**config.mk**
```make
export PLATFORM = sky130hd
export DESIGN_NAME = ps2_mouse_packet_cursor_unit
export DESIGN_NICKNAME = d
export VERILOG_FILES = /design/src/ps2mc_pkg.sv /design/src/ps2mc_axis.sv /design/src/ps2_mouse_packet_cursor_unit.sv
export SDC_FILE = /design/constraint.sdc
export NUM_CORES = 1
export LEC_CHECK = 0
export ABC_AREA = 1
export BUFFER_PORTS_ARGS = -buffer_cell sky130_fd_sc_hd__buf_2
export CAP_MARGIN = 10
export CORE_MARGIN = 1.5
export CORE_UTILIZATION = 30
export DETAILED_ROUTE_END_ITERATION = 8
export HOLD_SLACK_MARGIN = 0.05
export MAX_ROUTING_LAYER = met4
export PLACE_DENSITY_LB_ADDON = 0.15
export SLEW_MARGIN = 20
export SYNTH_ARGS = -nofsm -noshare
export SYNTH_HDL_FRONTEND = slang
export SYNTH_SLANG_ARGS = --single-unit
```
**constraint.sdc**
```tcl
create_clock -name clk_i -period 4.3 [get_ports clk_i]
set_input_delay 1.075 -clock clk_i [delete_from_list [all_inputs] [get_ports clk_i]]
set_output_delay 1.075 -clock clk_i [all_outputs]
set_load 0.05 [all_outputs]
```
**src/ps2mc_pkg.sv**
```systemverilog
// Shared types and constants of the PS/2 mouse packet cursor unit.
`timescale 1ns / 1ps

package ps2mc_pkg;

  // Screen size register width and reset size
  localparam int unsigned SIZE_W = 13;
  localparam logic [SIZE_W-1:0] RESET_WIDTH  = 13'd640;
  localparam logic [SIZE_W-1:0] RESET_HEIGHT = 13'd480;

  // Header byte check: bits 7 and 6 low, bit 3 high
  localparam logic [7:0] FIRST_MASK  = 8'hC8;
  localparam logic [7:0] FIRST_MATCH = 8'h08;

  localparam int unsigned BUTTON_BITS = 3;

  // Position of the next byte within a packet
  localparam int unsigned IDX_W = 2;
  localparam logic [IDX_W-1:0] IDX_FIRST = 2'd0;
  localparam logic [IDX_W-1:0] IDX_THIRD = 2'd2;

  typedef enum logic {
    OP_BYTE   = 1'b0,
    OP_REINIT = 1'b1
  } op_e;

  typedef enum logic {
    REG_SCREEN_WIDTH  = 1'b0,
    REG_SCREEN_HEIGHT = 1'b1
  } cfg_idx_e;

endpackage

```
**src/ps2mc_axis.sv**
```systemverilog
// One cursor axis: move by a signed byte, clamp to the screen, and screen center.
`timescale 1ns / 1ps

module ps2mc_axis
  import ps2mc_pkg::*;
#(
  parameter int unsigned COORD_BITS = 12,
  parameter bit          NEGATE     = 1'b0
) (
  input  logic [SIZE_W-1:0]     size_i,
  input  logic [COORD_BITS-1:0] pos_i,
  input  logic [7:0]            delta_i,
  output logic [COORD_BITS-1:0] moved_o,
  output logic [COORD_BITS-1:0] center_o
);

  localparam int unsigned LW = ((COORD_BITS > SIZE_W) ? COORD_BITS : SIZE_W) + 1;
  localparam int unsigned EW = LW + 1;

  logic [LW-1:0]        size_ext;
  logic [LW-1:0]        coord_max;
  logic [LW-1:0]        limit_raw;
  logic [LW-1:0]        limit;
  logic [LW-1:0]        half;
  logic signed [EW-1:0] pos_ext;
  logic signed [EW-1:0] delta_ext;
  logic signed [EW-1:0] sum;
  logic signed [EW-1:0] limit_s;

  assign size_ext  = LW'(size_i);
  assign coord_max = LW'({COORD_BITS{1'b1}});

  // A zero size behaves as one; saturate at the largest coordinate
  assign limit_raw = (size_i == '0) ? '0 : size_ext - LW'(1);
  assign limit     = (limit_raw > coord_max) ? coord_max : limit_raw;

  assign half      = size_ext >> 1;
  assign center_o  = COORD_BITS'((half > coord_max) ? coord_max : half);

  assign pos_ext   = signed'(EW'(pos_i));
  assign delta_ext = EW'(signed'(delta_i));
  assign sum       = NEGATE ? (pos_ext - delta_ext) : (pos_ext + delta_ext);
  assign limit_s   = signed'(EW'(limit));

  always_comb begin
    if (sum[EW-1]) begin
      moved_o = '0;
    end else if (sum > limit_s) begin
      moved_o = COORD_BITS'(limit);
    end else begin
      moved_o = COORD_BITS'(sum);
    end
  end

endmodule

```
**src/ps2_mouse_packet_cursor_unit.sv**
```systemverilog
// Top level of the PS/2 mouse packet decoder with clamped screen cursor.
`timescale 1ns / 1ps

// Channel   Handshake                 Payload
// -------   -----------------------   -------------------------------------------
// in        in_valid_i / in_ready_o   op_i, data_byte_i, from_aux_i
// out       out_valid_o / out_ready_i ptr_x_o, ptr_y_o, button_bits_o,
//                                     packet_done_o, byte_stored_o,
//                                     packets_seen_o, bytes_seen_o
// cfg       cfg_we_i (no handshake)   cfg_idx_i, cfg_data_i
//
// Each input word yields one result word on the next cycle; the decode,
// add and clamp all sit in one level of logic ahead of the state registers.
// A new word is taken every cycle while the result register is empty or
// being drained, so the sustained rate is one word per cycle.
// The cursor, counters and buttons are the result: they change only when a
// word is accepted, so a stalled result holds without an extra copy.
// Reset centers the cursor on a 640x480 screen and clears all counters.

module ps2_mouse_packet_cursor_unit
  import ps2mc_pkg::*;
#(
  parameter int unsigned COORD_BITS = 12,
  parameter int unsigned COUNT_BITS = 32
) (
  input  logic                   clk_i,
  input  logic                   rst_ni,
  // configuration writes
  input  logic                   cfg_we_i,
  input  logic                   cfg_idx_i,
  input  logic [SIZE_W-1:0]      cfg_data_i,
  // input words
  input  logic                   in_valid_i,
  output logic                   in_ready_o,
  input  logic                   op_i,
  input  logic [7:0]             data_byte_i,
  input  logic                   from_aux_i,
  // result words
  output logic                   out_valid_o,
  input  logic                   out_ready_i,
  output logic [COORD_BITS-1:0]  ptr_x_o,
  output logic [COORD_BITS-1:0]  ptr_y_o,
  output logic [BUTTON_BITS-1:0] button_bits_o,
  output logic                   packet_done_o,
  output logic                   byte_stored_o,
  output logic [COUNT_BITS-1:0]  packets_seen_o,
  output logic [COUNT_BITS-1:0]  bytes_seen_o
);

  localparam int unsigned HALF_W = RESET_WIDTH / 2;
  localparam int unsigned HALF_H = RESET_HEIGHT / 2;
  localparam int unsigned CMAX   = (1 << COORD_BITS) - 1;
  localparam logic [COORD_BITS-1:0] RST_X = COORD_BITS'((HALF_W > CMAX) ? CMAX : HALF_W);
  localparam logic [COORD_BITS-1:0] RST_Y = COORD_BITS'((HALF_H > CMAX) ? CMAX : HALF_H);

  // Screen size registers
  logic [SIZE_W-1:0] width_q, height_q;

  // Packet and cursor state
  logic [7:0]             held_q [2];
  logic [7:0]             held_d [2];
  logic [IDX_W-1:0]       idx_q, idx_d;
  logic [COORD_BITS-1:0]  pos_x_q, pos_x_d;
  logic [COORD_BITS-1:0]  pos_y_q, pos_y_d;
  logic [BUTTON_BITS-1:0] buttons_q, buttons_d;
  logic [COUNT_BITS-1:0]  pkt_cnt_q, pkt_cnt_d;
  logic [COUNT_BITS-1:0]  byte_cnt_q, byte_cnt_d;

  // Result flags
  logic out_valid_q, out_valid_d;
  logic done_q, done_d;
  logic stored_q, stored_d;

  logic                  accept;
  logic                  header_bad;
  logic [COORD_BITS-1:0] moved_x, moved_y;
  logic [COORD_BITS-1:0] center_x, center_y;

  assign in_ready_o = !out_valid_q || out_ready_i;
  assign accept     = in_valid_i && in_ready_o;
  assign header_bad = (idx_q == IDX_FIRST) && ((data_byte_i & FIRST_MASK) != FIRST_MATCH);

  // x adds the second byte, y subtracts the third (screen rows grow downward)
  ps2mc_axis #(
    .COORD_BITS (COORD_BITS),
    .NEGATE     (1'b0)
  ) u_axis_x (
    .size_i   (width_q),
    .pos_i    (pos_x_q),
    .delta_i  (held_q[1]),
    .moved_o  (moved_x),
    .center_o (center_x)
  );

  ps2mc_axis #(
    .COORD_BITS (COORD_BITS),
    .NEGATE     (1'b1)
  ) u_axis_y (
    .size_i   (height_q),
    .pos_i    (pos_y_q),
    .delta_i  (data_byte_i),
    .moved_o  (moved_y),
    .center_o (center_y)
  );

  // Next-state decode for one word
  always_comb begin
    held_d     = held_q;
    idx_d      = idx_q;
    pos_x_d    = pos_x_q;
    pos_y_d    = pos_y_q;
    buttons_d  = buttons_q;
    pkt_cnt_d  = pkt_cnt_q;
    byte_cnt_d = byte_cnt_q;
    done_d     = done_q;
    stored_d   = stored_q;

    if (accept) begin
      done_d   = 1'b0;
      stored_d = 1'b0;
      unique case (op_e'(op_i))
        OP_REINIT: begin
          // recenter on the current screen, clear packet progress, buttons and counters
          pos_x_d    = center_x;
          pos_y_d    = center_y;
          idx_d      = IDX_FIRST;
          buttons_d  = '0;
          pkt_cnt_d  = '0;
          byte_cnt_d = '0;
        end
        OP_BYTE: begin
          // drop anything that is not from the mouse port
          if (from_aux_i) begin
            byte_cnt_d = byte_cnt_q + COUNT_BITS'(1);
            priority if (header_bad) begin
              // drop a bad header byte; stay waiting for the first byte
            end else if (idx_q != IDX_THIRD) begin
              held_d[idx_q[0]] = data_byte_i;
              idx_d            = idx_q + IDX_W'(1);
              stored_d         = 1'b1;
            end else begin
              pos_x_d   = moved_x;
              pos_y_d   = moved_y;
              buttons_d = held_q[0][BUTTON_BITS-1:0];
              pkt_cnt_d = pkt_cnt_q + COUNT_BITS'(1);
              idx_d     = IDX_FIRST;
              stored_d  = 1'b1;
              done_d    = 1'b1;
            end
          end
        end
        default: begin
        end
      endcase
    end
  end

  // Result register fills on accept, empties when taken
  always_comb begin
    if (accept) begin
      out_valid_d = 1'b1;
    end else if (out_ready_i) begin
      out_valid_d = 1'b0;
    end else begin
      out_valid_d = out_valid_q;
    end
  end

  always_ff @(posedge clk_i or negedge rst_ni) begin
    if (!rst_ni) begin
      width_q  <= RESET_WIDTH;
      height_q <= RESET_HEIGHT;
    end else if (cfg_we_i) begin
      unique case (cfg_idx_e'(cfg_idx_i))
        REG_SCREEN_WIDTH:  width_q  <= cfg_data_i;
        REG_SCREEN_HEIGHT: height_q <= cfg_data_i;
        default: begin
        end
      endcase
    end
  end

  always_ff @(posedge clk_i or negedge rst_ni) begin
    if (!rst_ni) begin
      idx_q       <= IDX_FIRST;
      pos_x_q     <= RST_X;
      pos_y_q     <= RST_Y;
      buttons_q   <= '0;
      pkt_cnt_q   <= '0;
      byte_cnt_q  <= '0;
      out_valid_q <= 1'b0;
      done_q      <= 1'b0;
      stored_q    <= 1'b0;
    end else begin
      idx_q       <= idx_d;
      pos_x_q     <= pos_x_d;
      pos_y_q     <= pos_y_d;
      buttons_q   <= buttons_d;
      pkt_cnt_q   <= pkt_cnt_d;
      byte_cnt_q  <= byte_cnt_d;
      out_valid_q <= out_valid_d;
      done_q      <= done_d;
      stored_q    <= stored_d;
    end
  end

  // Held packet bytes are always written before use
  always_ff @(posedge clk_i) begin
    held_q <= held_d;
  end

  assign out_valid_o    = out_valid_q;
  assign ptr_x_o        = pos_x_q;
  assign ptr_y_o        = pos_y_q;
  assign button_bits_o  = buttons_q;
  assign packet_done_o  = done_q;
  assign byte_stored_o  = stored_q;
  assign packets_seen_o = pkt_cnt_q;
  assign bytes_seen_o   = byte_cnt_q;

endmodule

```
==> results.cfg <==
[sta]
setup_viol = 0
drv_slew = 0
min_period_ns = 3.91
rsz0062_at_grt = false
worst_hold_slack_ns = 0.471
post-route-period-util = 0.910
worst_slew_pin_slew_ns = 0.874
clock.fmax_mhz = 256
finalHoldViolCount = 0
skew_ns = 0.00777
setup_slack_ns = 0.387
timing.setup.tns_ns = 0
relSlewSlack = 0.415

[drt]
drc = 0
vias = 8801
wirelength_mm = 28.8
drt_iter0_drc = 508
viasPerCell = 4.87
wl_per_cell_um = 15.9
ant_nets = 0
first_pass_iters = 5

[floorplanning]
die_h_um = 180
start_util = 0.306
coreArea_um2 = 30700
std_cell_rows = 64
die-area_um2 = 32400
die_w_um = 180
io_pins = 124

[placed_design]
dpl_cell_area_um2 = 10500
place_ws_ns = 0.0346
placed_cells = 1773
port_buffers = 123
globalplace.congestion = 0.907
dpl.hpwl_mm = 22.2

[grt]
grt_pass1_wl_mm = 47.0
grt_use_total = 0.187
grt_pass1_vias = 8730
grt_max_degree = 66
antenna_found_initial = 3
grt_overflow_total = 0

[pwr]
fin_total_pwr_mw = 5.29
p_per_area_nw_per_um2 = 477
power_leakage_nw = 5.52
peakVddDrop_mv = 0.263

[clock_tree]
cts_tree = done
cts.clk_slew.worst_paths_ns = 0.06
cts_buffer_depth = 2
root_buffer = clkbuf_16
ctsHoldBuffers = 0
cts_resized = 0
clock_latency_ns = 0.43
htree_levels = 4
cts_buffers = 17
cts.sinks = 133
post_cts_buffers = 0

[synth]
ys_seq_elements = 133
yosysSeqAreaShare = 0.362
async_flop_share = 0.917
synthDistinctLibCells = 50
synthXorXnorAreaFrac = 0.0420
muxShareOfSynthArea = 0
synth_flop_cell = dfrtp_1
syn_inst = 1269
yosys_warnings = 0
synth_area_um2 = 9390
synth_area_leader_cell = dfrtp_1
synth_top_cell_area_share = 0.293
synthAdderAreaFrac = 0.0842
synth_simple_gate_area_share = 0.283
synth_top_family_by_area = simple AND/OR/NAND/NOR gates
synth-edff-count = 11
avgSynthCellArea_um2 = 7.40
synth_area_leaders = dfrtp_1 29%, nand2_1 11%, ha_1 8.0%
synth-compound-area-share = 0.136

[worst_setup_path]
path_max_fanout = 12
cp_common_cell = nand2_1
crit_chain = inv_1 > nand2_1 > nor2_1 > nand3_1 > nand3_1 > nand2_1 > a31oi_1 > ha_1 > a21oi_1 > nand3b_1 > o211ai_1 > nand3_1 > nand2_1 > nand4_1 > nand2_1 > nand2_1 > nand2_1 > nand2_1 > nand2_1 > nand3_1 > nand2_1
path_class = flop to flop
end_kind = flop
critPathRequiredTime_ns = 4.61
critPathMaxStageDelay_ns = 0.47
cpMaxStageDelayCell = dfrtp_1
crit_path_start_kind = flop
worstPathArrival_ns = 4.23

[job]
drv_cap = 0

[final_layout]
final_nets = 1487
area_delta_synth_final_pct = 18.1
drive_gt1_frac = 0.147
final_util = 0.362
stdcell_count = 1808
design_area_um2 = 11100
fill_cells = 3242

[worst_hold_path]
hold_class = flop to flop

[run_status]
outcome = complete, no violations
-- state kept, by name (all words and copies together), names as in the netlist, 2 cells and up --
| register | cells |
|---|---|
| ptr_x_o | 12 |
| bytes_seen_o | 32 |
| height_q | 13 |
| width_q | 13 |
| packets_seen_o | 32 |
| idx_q | 2 |
| ptr_y_o | 12 |
| held_q | 11 |
| button_bits_o | 3 |
-- power by group --
group	switching, mW	internal [mW]
Sequential	0.207	1.41
Combinational	1.45	0.692
Clock	0.573	0.959
Total	2.23	3.06
-- routing by layer --
metal  vias up  global-route usage  share of wire  wire length [um]
met5         -                   -              0                 0
met3        38              0.0359          0.046              1340
met4         0              0.0587          0.021               598
met2       204               0.296           0.46             13100
met1      4059               0.242           0.48             13700
li1       4500                   -              -                 -
-- cells in the final DEF, fill, tap and decap left out, types with 3 or more instances in the layout --
cell type | netlist | routed
nand2_1 | 285 | 285
inv_1 | 190 | 190
buf_2 | 7 | 122
dfrtp_1 | 110 | 110
nor2_1 | 97 | 96
nand3_1 | 93 | 93
a21oi_1 | 69 | 69
o21ai_0 | 61 | 61
ha_1 | 60 | 60
xor2_1 | 33 | 33
nand4_1 | 31 | 31
nor3_1 | 31 | 31
a22oi_1 | 24 | 24
nor4_1 | 22 | 22
clkbuf_16 | 0 | 17
o31ai_1 | 15 | 15
a31oi_1 | 13 | 13
xnor2_1 | 12 | 12
dfstp_2 | 12 | 12
edfxtp_1 | 11 | 11
buf_4 | 1 | 9
nor2_2 | 8 | 8
o21bai_1 | 6 | 6
nand2_2 | 6 | 6
o21a_1 | 6 | 6
conb_1 | 1 | 6
nand3_2 | 5 | 5
and3_1 | 4 | 4
clkbuf_1 | 17 | 4
diode_2 | 0 | 3
a32o_1 | 3 | 3
nor3_2 | 3 | 3
a211oi_1 | 3 | 3
clkbuf_8 | 0 | 3
bufinv_16 | 0 | 3
-- worst max-delay path, delay by kind of cell (launching register included) --
kind | cells | cell delay (ns)
simple gates | 16 | 2.19
compound gates | 3 | 0.66
flops | 1 | 0.47
buf+inv | 1 | 0.14
fa+ha+maj | 1 | 0.34
-- Yosys cell counts (all sizes together), types with 2 or more instances --
library cell  count
nand2           291
a211oi            3
and3              4
nor3             36
xnor2            12
a21o              2
o31ai            15
edfxtp           11
fa                2
inv             191
nand4            31
o21bai            6
a31o              2
a22oi            24
clkbuf           17
o21a              6
xor2             33
nor3b             2
ha               60
a31oi            13
nor2            106
a21oi            70
dfstp            12
o211ai            2
buf              13
dfrtp           110
nor4             22
o21ai            65
nand3            98
a32o              3
-- final timing paths --
check | from | slack, ns | to | cells after the start
setup / recovery | height_q[11] | 0.39 | ptr_y_o[0] | 21
hold / removal | packet_done_o | 0.47 | packet_done_o | 2
setup reg to reg | height_q[11] | 0.39 | ptr_y_o[0] | 21
hold reg to reg | packet_done_o | 0.47 | packet_done_o | 2
max in group asynchronous | rst_ni | 2.94 | idx_q[1] | 2
min in group asynchronous | rst_ni | 0.59 | bytes_seen_o[19] | 1
-- cell families after synthesis --
family,count (synthesis)
and+or+nand+nor,593
buffers and inverters,222
AOI/OAI and AO/OA,213
DFF,133
adders and majority gates,62
xor gates and xnor gates,45
other,1
-- area by class of cell --
type	instances	area (um2)	area share
multi-input cells	919	5160	0.465
flip-flops and latches	133	3400	0.306
inverters	192	721	0.0650
repair buffers	133	709	0.0640
well taps	396	495	0.0447
clock buffers	24	482	0.0434
clock inverters	8	123	0.0111
diodes	3	7.51	0.000677
(Power assumes the default switching activity.)
